==> src/single_float_add_sub_truncating_top_defines.svh <==
// assertion macros for the float add/sub block
// used by the top level; SYNTH removes the checks
`ifndef SINGLE_FLOAT_ADD_SUB_TRUNCATING_TOP_DEFINES_SVH
`define SINGLE_FLOAT_ADD_SUB_TRUNCATING_TOP_DEFINES_SVH
`ifndef SYNTH
`define ASSERT_CLK(label, clk, rst, prop) \
  label: assert property (@(posedge clk) disable iff (rst) (prop)) else $error("%m: check failed");
`define ASSERT_NORST(label, clk, prop) \
  label: assert property (@(posedge clk) (prop)) else $error("%m: check failed");
`else
`define ASSERT_CLK(label, clk, rst, prop)
`define ASSERT_NORST(label, clk, prop)
`endif
`endif

==> src/sfas_pkg.sv <==
// shared types and constants for the float add/sub pipeline
// no dependencies
package sfas_pkg;
  localparam int unsigned FracBits = 23;
  localparam int unsigned ExpBits = 8;
  localparam int unsigned ManBits = FracBits + 1;
  localparam int unsigned LzcBits = 5;
  localparam logic [ExpBits-1:0] ExpMax = 8'hFF;
  localparam int unsigned StagesDefault = 4;

  typedef logic [ExpBits-1:0] exp_t;
  typedef logic [ManBits:0] sum_t;

  // stage 1 to 2: aligned operands
  typedef struct packed {
    logic sa;
    logic sb;
    exp_t e;
    logic [ManBits-1:0] ma;
    logic [ManBits-1:0] mb;
  } align_t;

  // stage 2 to 3: raw magnitude
  typedef struct packed {
    logic sr;
    exp_t e;
    sum_t mr;
  } raw_t;

  // stage 3 to 4: leading zero count ready
  typedef struct packed {
    logic sr;
    exp_t e;
    sum_t mr;
    logic [LzcBits-1:0] lz;
  } norm_t;

  function automatic logic [LzcBits-1:0] lzc24(input logic [ManBits-1:0] m);
    logic [LzcBits-1:0] n;
    logic found;
    n = LzcBits'(ManBits);
    found = 1'b0;
    for (int i = ManBits - 1; i >= 0; i--) begin
      if (!found && m[i]) begin
        n = LzcBits'(ManBits - 1 - i);
        found = 1'b1;
      end
    end
    return n;
  endfunction
endpackage

==> src/sfas_datapath.sv <==
// four-stage add/sub datapath: align, add, count zeros, normalize and pack
// depends on sfas_pkg
module sfas_datapath (
  input  logic        clk,
  input  logic        rst,
  input  logic        en,
  input  logic [31:0] a,
  input  logic [31:0] b,
  input  logic        sub,
  output logic [31:0] res
);
  sfas_pkg::align_t s1, s1_next;
  sfas_pkg::raw_t s2, s2_next;
  sfas_pkg::norm_t s3, s3_next;
  logic [31:0] s4_next;

  // align
  always_comb begin
    logic sa, sb;
    logic [7:0] ea, eb, d;
    logic [23:0] ma, mb;
    sa = a[31];
    sb = b[31] ^ sub;
    ea = a[30:23];
    eb = b[30:23];
    ma = {1'b1, a[22:0]};
    mb = {1'b1, b[22:0]};
    if (ea < eb) begin
      s1_next.sa = sb; s1_next.sb = sa; s1_next.e = eb; s1_next.ma = mb;
      d = eb - ea; s1_next.mb = (d >= 8'd24) ? '0 : (ma >> d);
    end else begin
      s1_next.sa = sa; s1_next.sb = sb; s1_next.e = ea; s1_next.ma = ma;
      d = ea - eb; s1_next.mb = (d >= 8'd24) ? '0 : (mb >> d);
    end
  end

  // add or magnitude subtract
  always_comb begin
    s2_next.e = s1.e;
    if (s1.sa != s1.sb) begin
      if (s1.ma >= s1.mb) begin
        s2_next.mr = {1'b0, s1.ma - s1.mb}; s2_next.sr = s1.sa;
      end else begin
        s2_next.mr = {1'b0, s1.mb - s1.ma}; s2_next.sr = ~s1.sa;
      end
    end else begin
      s2_next.mr = {1'b0, s1.ma} + {1'b0, s1.mb};
      s2_next.sr = s1.sa;
    end
  end

  always_comb begin
    s3_next.sr = s2.sr;
    s3_next.e = s2.e;
    s3_next.mr = s2.mr;
    s3_next.lz = sfas_pkg::lzc24(s2.mr[23:0]);
  end

  // normalize, saturate, flush, pack
  always_comb begin
    logic signed [9:0] e;
    logic [24:0] m;
    if (s3.mr[24]) begin
      m = s3.mr >> 1;
      e = $signed({2'b00, s3.e}) + 10'sd1;
    end else begin
      m = s3.mr << s3.lz;
      e = $signed({2'b00, s3.e}) - $signed({5'b0, s3.lz});
    end
    if (s3.mr == '0) s4_next = {s3.sr, 31'b0};
    else if (e >= 10'sd255) s4_next = {s3.sr, sfas_pkg::ExpMax, 23'b0};
    else if (e <= 10'sd0) s4_next = {s3.sr, 31'b0};
    else s4_next = {s3.sr, e[7:0], m[22:0]};
  end

  always_ff @(posedge clk) begin
    if (en) begin
      s1 <= s1_next;
      s2 <= s2_next;
      s3 <= s3_next;
      res <= s4_next;
    end
  end

  logic unused_rst;
  assign unused_rst = rst;
endmodule

==> src/single_float_add_sub_truncating_top.sv <==
// top level of the truncating binary32 adder/subtractor
// depends on sfas_pkg, sfas_datapath and the defines header
//
// channel | dir | fields
// s_axis  | in  | tdata[31:0] operand_a, [63:32] operand_b, [64] op
// m_axis  | out | tdata[31:0] sum_bits
//
// one word enters per cycle while m_axis is not stalled; words pass through the
// align, add, zero count and normalize stages
// a stall at m_axis freezes the whole pipeline together with its valid bits
// rst clears only the valid bits
`include "single_float_add_sub_truncating_top_defines.svh"
module single_float_add_sub_truncating_top (
  input  logic        clk,
  input  logic        rst,
  input  logic        s_axis_tvalid,
  output logic        s_axis_tready,
  input  logic [71:0] s_axis_tdata,  // operand_a, operand_b, op, zero fill
  output logic        m_axis_tvalid,
  input  logic        m_axis_tready,
  output logic [31:0] m_axis_tdata   // sum_bits
);
  // stage count is fixed by the datapath
  localparam int unsigned Stages = sfas_pkg::StagesDefault;

  logic [Stages-1:0] vld;
  logic en;

  // pipeline moves when the last stage is empty or being taken
  assign en = m_axis_tready || !vld[Stages-1];
  assign s_axis_tready = en;
  assign m_axis_tvalid = vld[Stages-1];

  always_ff @(posedge clk) begin
    if (rst) begin
      vld <= '0;
    end else if (en) begin
      vld <= {vld[Stages-2:0], s_axis_tvalid};
    end
  end

  sfas_datapath u_dp (
    .clk(clk),
    .rst(rst),
    .en(en),
    .a(s_axis_tdata[31:0]),
    .b(s_axis_tdata[63:32]),
    .sub(s_axis_tdata[64]),
    .res(m_axis_tdata)
  );

  logic [6:0] unused_pad;
  assign unused_pad = s_axis_tdata[71:65];

  `ASSERT_CLK(a_hold, clk, rst, m_axis_tvalid && !m_axis_tready |=> m_axis_tvalid)
  `ASSERT_CLK(a_ready, clk, rst, !m_axis_tvalid |-> s_axis_tready)
  `ASSERT_NORST(a_rst, clk, $past(rst) |-> !m_axis_tvalid)
endmodule

==> config.mk <==
export PLATFORM = sky130hd
export DESIGN_NAME = single_float_add_sub_truncating_top
export DESIGN_NICKNAME = d
export VERILOG_FILES = /design/src/sfas_pkg.sv /design/src/sfas_datapath.sv /design/src/single_float_add_sub_truncating_top.sv
export VERILOG_INCLUDE_DIRS = /design/src /design/src/src
export SDC_FILE = /design/constraint.sdc
export NUM_CORES = 1
export LEC_CHECK = 0
export ABC_AREA = 0
export BUFFER_PORTS_ARGS = -buffer_cell sky130_fd_sc_hd__clkbuf_2
export CORE_MARGIN = 10
export CORE_UTILIZATION = 47
export DETAILED_ROUTE_END_ITERATION = 7
export REMOVE_ABC_BUFFERS = 1
export SLEW_MARGIN = 15
export SYNTH_ARGS = -nofsm -noshare
export SYNTH_HDL_FRONTEND = slang
export SYNTH_SLANG_ARGS = --single-unit
==> constraint.sdc <==
create_clock -name clk -period 15.7 [get_ports clk]
set_input_delay 0.785 -clock clk [delete_from_list [all_inputs] [get_ports clk]]
set_output_delay 0.785 -clock clk [all_outputs]
set_load 0.02 [all_outputs]
==> flow_summary.ini, run 1 <==
[yosys]
synth_edf_count = 162
synth.area.top_cells = edfxtp_1 (34%), ha_1 (7.9%), mux2i_1 (6.1%)
syn_avg_cell_area_sq_um = 8.59
synth_async_sr_flop_share_pct = 0
netlist_instances = 1654
synth_cell_type_count = 81
yosysMostFrequentCell = nand2_1
synth-main-ff-cell = edfxtp_1
yosys-top-cells-count = nand2_1 (211), nor2_1 (181), edfxtp_1 (162)
synth_warnings = 0
yosysTopAreaCell = edfxtp_1
ys_seq_area_share_pct = 34.8
ys_ff_latch = 166
synth_top_area_share_pct = 34.3
syn_area_sq_um = 14200

[timing]
finClkSkew_ns = 0.0125
rsz0062_at_grt = false
maxClockFrequency_mhz = 214
whs_ns = 0.418
final-hold-violation-count = 0
setup_viol = 0
relSlewSlack_pct = 31.4
tightest_slew_ns = 1.03
period_share_pct = 29.7
setup_tns_ns = 0
final_max_slew_viol_count = 0
period_needed_ns = 4.66

[clock_network]
cts_buffers = 17
clk_pin_slew_worst_paths_ns = 0.06
postCtsResizedCells = 0
cts_root_buf = clkbuf_16
cts_tree = yes
cts_buffer_depth = 2
hold_buffers = 0
htree_levels = 4
insertion_delay_ns = 0.44
clock_sinks = 166
post-cts-setup-buffers = 0

[detailed_routing]
viasPerCell = 5.85
route.vias.total = 12300
antenna_left = 0
initialDrtViolationCount = 955
drc = 0
wire_per_inst_microns = 19.3
drtPass1Iterations = 5
totalWireLength_microns = 40500

[final_layout]
drive_above_1_share_pct = 12.6
nets = 1871
n_antenna_cell = 0
syn_to_final_growth_pct = 9.66

[setup_path]
worst-path-max-fanout = 23
worstSetupStartpointType = flop
path_cells = clkinv_1, ha_1, a21o_1, a21oi_1, o21ai_0, or3_1, nand2_1, nand4b_1, a211o_1, nand4_1, nor2_1
path_class = flop to flop
worst_setup_path_end_kind = flop
arrival_ns = 4.92
crit_slowest_cell = edfxtp_1
max_stage_delay_ns = 0.84
reg2reg_to = u_dp.res[9]
regToRegSetupSlack_ns = 11.04
critPathRequiredTime_ns = 15.96
r2r-start = u_dp.s3[2]
reg2reg_depth = 11

[floorplan]
die-area_sq_um = 37600
die_w_microns = 194
core_area_sq_um = 29700
rows = 63
start_util_pct = 47.8
dieHeight_microns = 194
ioPinCount = 110

[grt]
grt.overflow.total = 0
grt_pass1_vias = 12100
grtUsageTotal_pct = 20.7
grt_max_degree = 90
grt_pass1_wl_microns = 63900
grt_antenna_before_repair = 0

[placement]
place_hpwl_microns = 31800
portBuffers = 102
gp_congestion = 0.955

[hold_path]
min_path_type = flop to flop
min_to = u_dp.s2[30]
holdPathStages = 0
hp-start = u_dp.s1[53]

[run]
drv_cap = 0

[run_status]
status = complete, no violations

[pwr]
p_leak_nw = 6.58
p_per_area_nw_per_um2 = 134
ir_drop_mv = 0.0853
## layout by cell type (no fill, tap or decap), types with 17 or more instances in the layout
cell / n
a31oi_1: 17
ha_1: 89
nor2_1: 181
o22ai_1: 22
mux2i_1: 86
inv_1: 109
nand2_1: 211
o21ai_1: 21
o21bai_1: 20
edfxtp_1: 162
a211oi_1: 24
nand3_1: 20
o21ai_0: 78
nor2b_1: 19
clkbuf_16: 17
clkbuf_2: 102
a21oi_1: 142
nor3_1: 33
xnor2_1: 29
mux2_2: 28
a21o_1: 21
buf_4: 19
## per-layer routing
layer  track usage, %  up-vias  share of wire (%)
li1                 -     6074                  -
met1             24.6     5789                 43
met2             35.4      334                 49
met3             3.41       93                3.8
met4             10.8        0                4.7
met5                0        -                  0
## area by class of cell
| class | count | area (sq um) |
|---|---|---|
| Multi-Input combinational cell | 1274 | 8480 |
| Timing Repair Buffer | 122 | 681 |
| Clock inverter | 12 | 104 |
| Fill cell | 2871 | 14100 |
| Tap cell | 390 | 488 |
| Inverter | 118 | 443 |
| Sequential cell | 166 | 4940 |
| Clock buffer | 20 | 437 |
## stage by stage
stage                     area (sq um)  utilization [%]  std cells  power (mW)  setup WS [ns]
after global routing             15600             52.4       2102        2.22          10.65
final                            15600             52.4       2102        2.08          11.04
after global placement           15000             50.5       2069        1.68          11.14
after detailed placement         15000             50.5       2069        1.69          11.08
after CTS                        15500             52.3       2101        2.08          11.10
after floorplan                  13800                -       1558        1.40           9.98
## worst max-delay path, delay by kind of cell, from the launching register on
| kind | cells | cell delay (ns) |
|---|---|---|
| flops | 1 | 0.84 |
| buf+inv | 1 | 0.73 |
| simple gates | 5 | 1.64 |
| compound gates | 4 | 0.70 |
| fa+ha+maj | 1 | 0.56 |
## cells by family after synthesis
logic type / Yosys count / synth area share [%]
AOI/OAI and AO/OA: 467 / 20.9
xor gates and xnor gates: 39 / 2.41
adders and majority gates: 96 / 8.77
buffers and inverters: 214 / 5.83
DFF: 166 / 34.8
muxes: 127 / 10.2
and+or+nand+nor: 545 / 17.1
## worst max-delay path by stage
| stage | from | to |
|---|---|---|
| global route | u_dp.s3[2] | u_dp.res[20] |
| detailed placement | u_dp.s3[2] | u_dp.res[15] |
| global placement | u_dp.s3[2] | u_dp.res[15] |
| CTS | u_dp.s3[2] | u_dp.res[15] |
| finish | u_dp.s3[2] | u_dp.res[9] |
| floorplan | m_axis_tready | s_axis_tready |
## registers in the layout, summed over array words and instances, names as in the netlist
signal,cells
u_dp.s3,39
u_dp.s2,34
vld,4
u_dp.s1,57
u_dp.res,32
## power breakdown
part / total [mW] / internal (mW) / switching (mW)
registers: 0.756 / 0.653 / 0.103
clock network: 0.390 / 0.217 / 0.172
logic: 0.934 / 0.353 / 0.580
total: 2.08 / 1.22 / 0.856
(Power assumes the default switching activity.)
==> run 2: changes to the inputs <==
--- a/config.mk
+++ b/config.mk
@@ -11,6 +11,7 @@
 export CORE_MARGIN = 10
 export CORE_UTILIZATION = 47
 export DETAILED_ROUTE_END_ITERATION = 7
+export PLACE_DENSITY = 0.67
 export REMOVE_ABC_BUFFERS = 1
 export SLEW_MARGIN = 15
 export SYNTH_ARGS = -nofsm -noshare
==> constraint.sdc (replaced) <==
create_clock -name clk -period 3.97 [get_ports clk]
set_input_delay 0.1985 -clock clk [delete_from_list [all_inputs] [get_ports clk]]
set_output_delay 0.1985 -clock clk [all_outputs]
set_load 0.02 [all_outputs]
==> flow_summary.ini, run 2 (same netlist as run 1, synthesis figures left out) <==
[timing]
tightest_slew_ns = 1.06
timing.final.ws_setup_ns = 0.377
period_needed_ns = 3.59
final_max_slew_viol_count = 0
rsz0062_at_grt = false
setup_viol = 0
final-hold-violation-count = 0
maxClockFrequency_mhz = 278
finClkSkew_ns = 0.0113
period_share_pct = 90.5
relSlewSlack_pct = 29.1

[pwr]
p_leak_nw = 6.74
ir_drop_mv = 0.281
p_per_area_nw_per_um2 = 529

[floorplan]
die-area_sq_um = 37600
ioPinCount = 110
dieHeight_microns = 194
core_area_sq_um = 29700
start_util_pct = 47.8
rows = 63
die_w_microns = 194

[final_layout]
layout_commonest_cell = nand2_1
top_register = u_dp.s1
n_antenna_cell = 0
final_cell_mix = nand2_1 (211), nor2_1 (181), edfxtp_1 (162)
syn_to_final_growth_pct = 11.5
final_cell_area_sq_um = 15800
utilization_pct = 53.3
n_fill_cell = 2831
reg_top3 = u_dp.s1 x57, u_dp.s3 x39, u_dp.s2 x34
largest_reg_flops = 57
nets = 1902
drive_above_1_share_pct = 14.2

[clock_network]
clock_sinks = 166
insertion_delay_ns = 0.44
cts_tree = yes
htree_levels = 4
clk_pin_slew_worst_paths_ns = 0.07
cts_root_buf = clkbuf_16
postCtsResizedCells = 0
post-cts-setup-buffers = 0
cts_buffer_depth = 2
cts_buffers = 17
hold_buffers = 2

[grt]
grtUsageTotal_pct = 20.5
grt_pass1_vias = 12200
grt.overflow.total = 0
grt_pass1_wl_microns = 63500
grt_antenna_before_repair = 0
grt_max_degree = 79

[detailed_routing]
wire_per_inst_microns = 18.7
drc = 0
drtPass1Iterations = 6
viasPerCell = 5.79
initialDrtViolationCount = 978
totalWireLength_microns = 39800
route.vias.total = 12300
antenna_left = 0

[setup_path]
worst_setup_path_end_kind = flop
worstSetupStartpointType = flop
path_class = flop to flop
arrival_ns = 3.77
critPathRequiredTime_ns = 4.15
worst-path-max-fanout = 16

[placement]
gp_congestion = 0.967
place_ws_ns = 0.340
place_hpwl_microns = 31700
placed_area_sq_um = 15200
portBuffers = 102

[run]
drv_cap = 0

[run_status]
status = complete, no violations

[hold_path]
min_path_type = input port to flop
-- run 2: path summary, 6_finish.rpt --
check / startpoint / end / slack [ns] / cells after the start
worst min-delay path: s_axis_tdata[31] / u_dp.s1[57] / 0.08 / 3
worst max-delay path: u_dp.s1[15] / u_dp.s2[23] / 0.38 / 11
worst max register to register: u_dp.s1[15] / u_dp.s2[23] / 0.38 / 11
worst min register to register: u_dp.s2[32] / u_dp.s3[37] / 0.42 / 0
-- run 2: cell type report --
type,count,area [sq um],area share (%)
well taps,390,488,3.08
repair buffers,153,898,5.67
inverters,118,443,2.80
multi-input cells,1274,8470,53.5
clock inverters,15,168,1.06
clock buffers,17,425,2.69
flip-flops and latches,166,4940,31.2
-- run 2: where the power goes --
| group | leakage, nW | switching [mW] | internal (mW) |
|---|---|---|---|
| clock | 0.281 | 0.719 | 0.941 |
| sequential | 1.82 | 0.379 | 2.58 |
| combinational | 4.64 | 2.31 | 1.45 |
| total | 6.74 | 3.41 | 4.97 |
-- run 2: layer usage --
layer / vias up / track usage (%) / share of wire, %
met5: - / 0 / 0
met4: 0 / 9.00 / 3.5
met3: 83 / 3.01 / 4.1
met2: 380 / 36.0 / 49
met1: 5730 / 24.4 / 43
li1: 6147 / - / -
-- run 2: worst max-delay path: stages (launching register included) --
cell,delay [ns]
edfxtp_1,0.39
inv_1,0.07
ha_1,0.30
a21oi_1,0.37
o21ai_1,0.19
a211o_1,0.30
a21o_1,0.20
a21oi_4,0.50
a211oi_1,0.13
a2111oi_0,0.59
a211oi_1,0.13
xnor2_1,0.16
-- run 2: stage by stage --
stage,hold WS [ns],power [mW],instances,TNS [ns]
2_1_floorplan,0.268,5.53,1558,-157.97
3_3_place_gp,0.400,6.65,2099,0
3_5_place_dp,0.405,6.69,2099,0
4_1_cts,0.0540,8.37,2133,0
5_1_grt,0.0963,8.95,2133,0
6_report,0.0782,8.38,2133,0
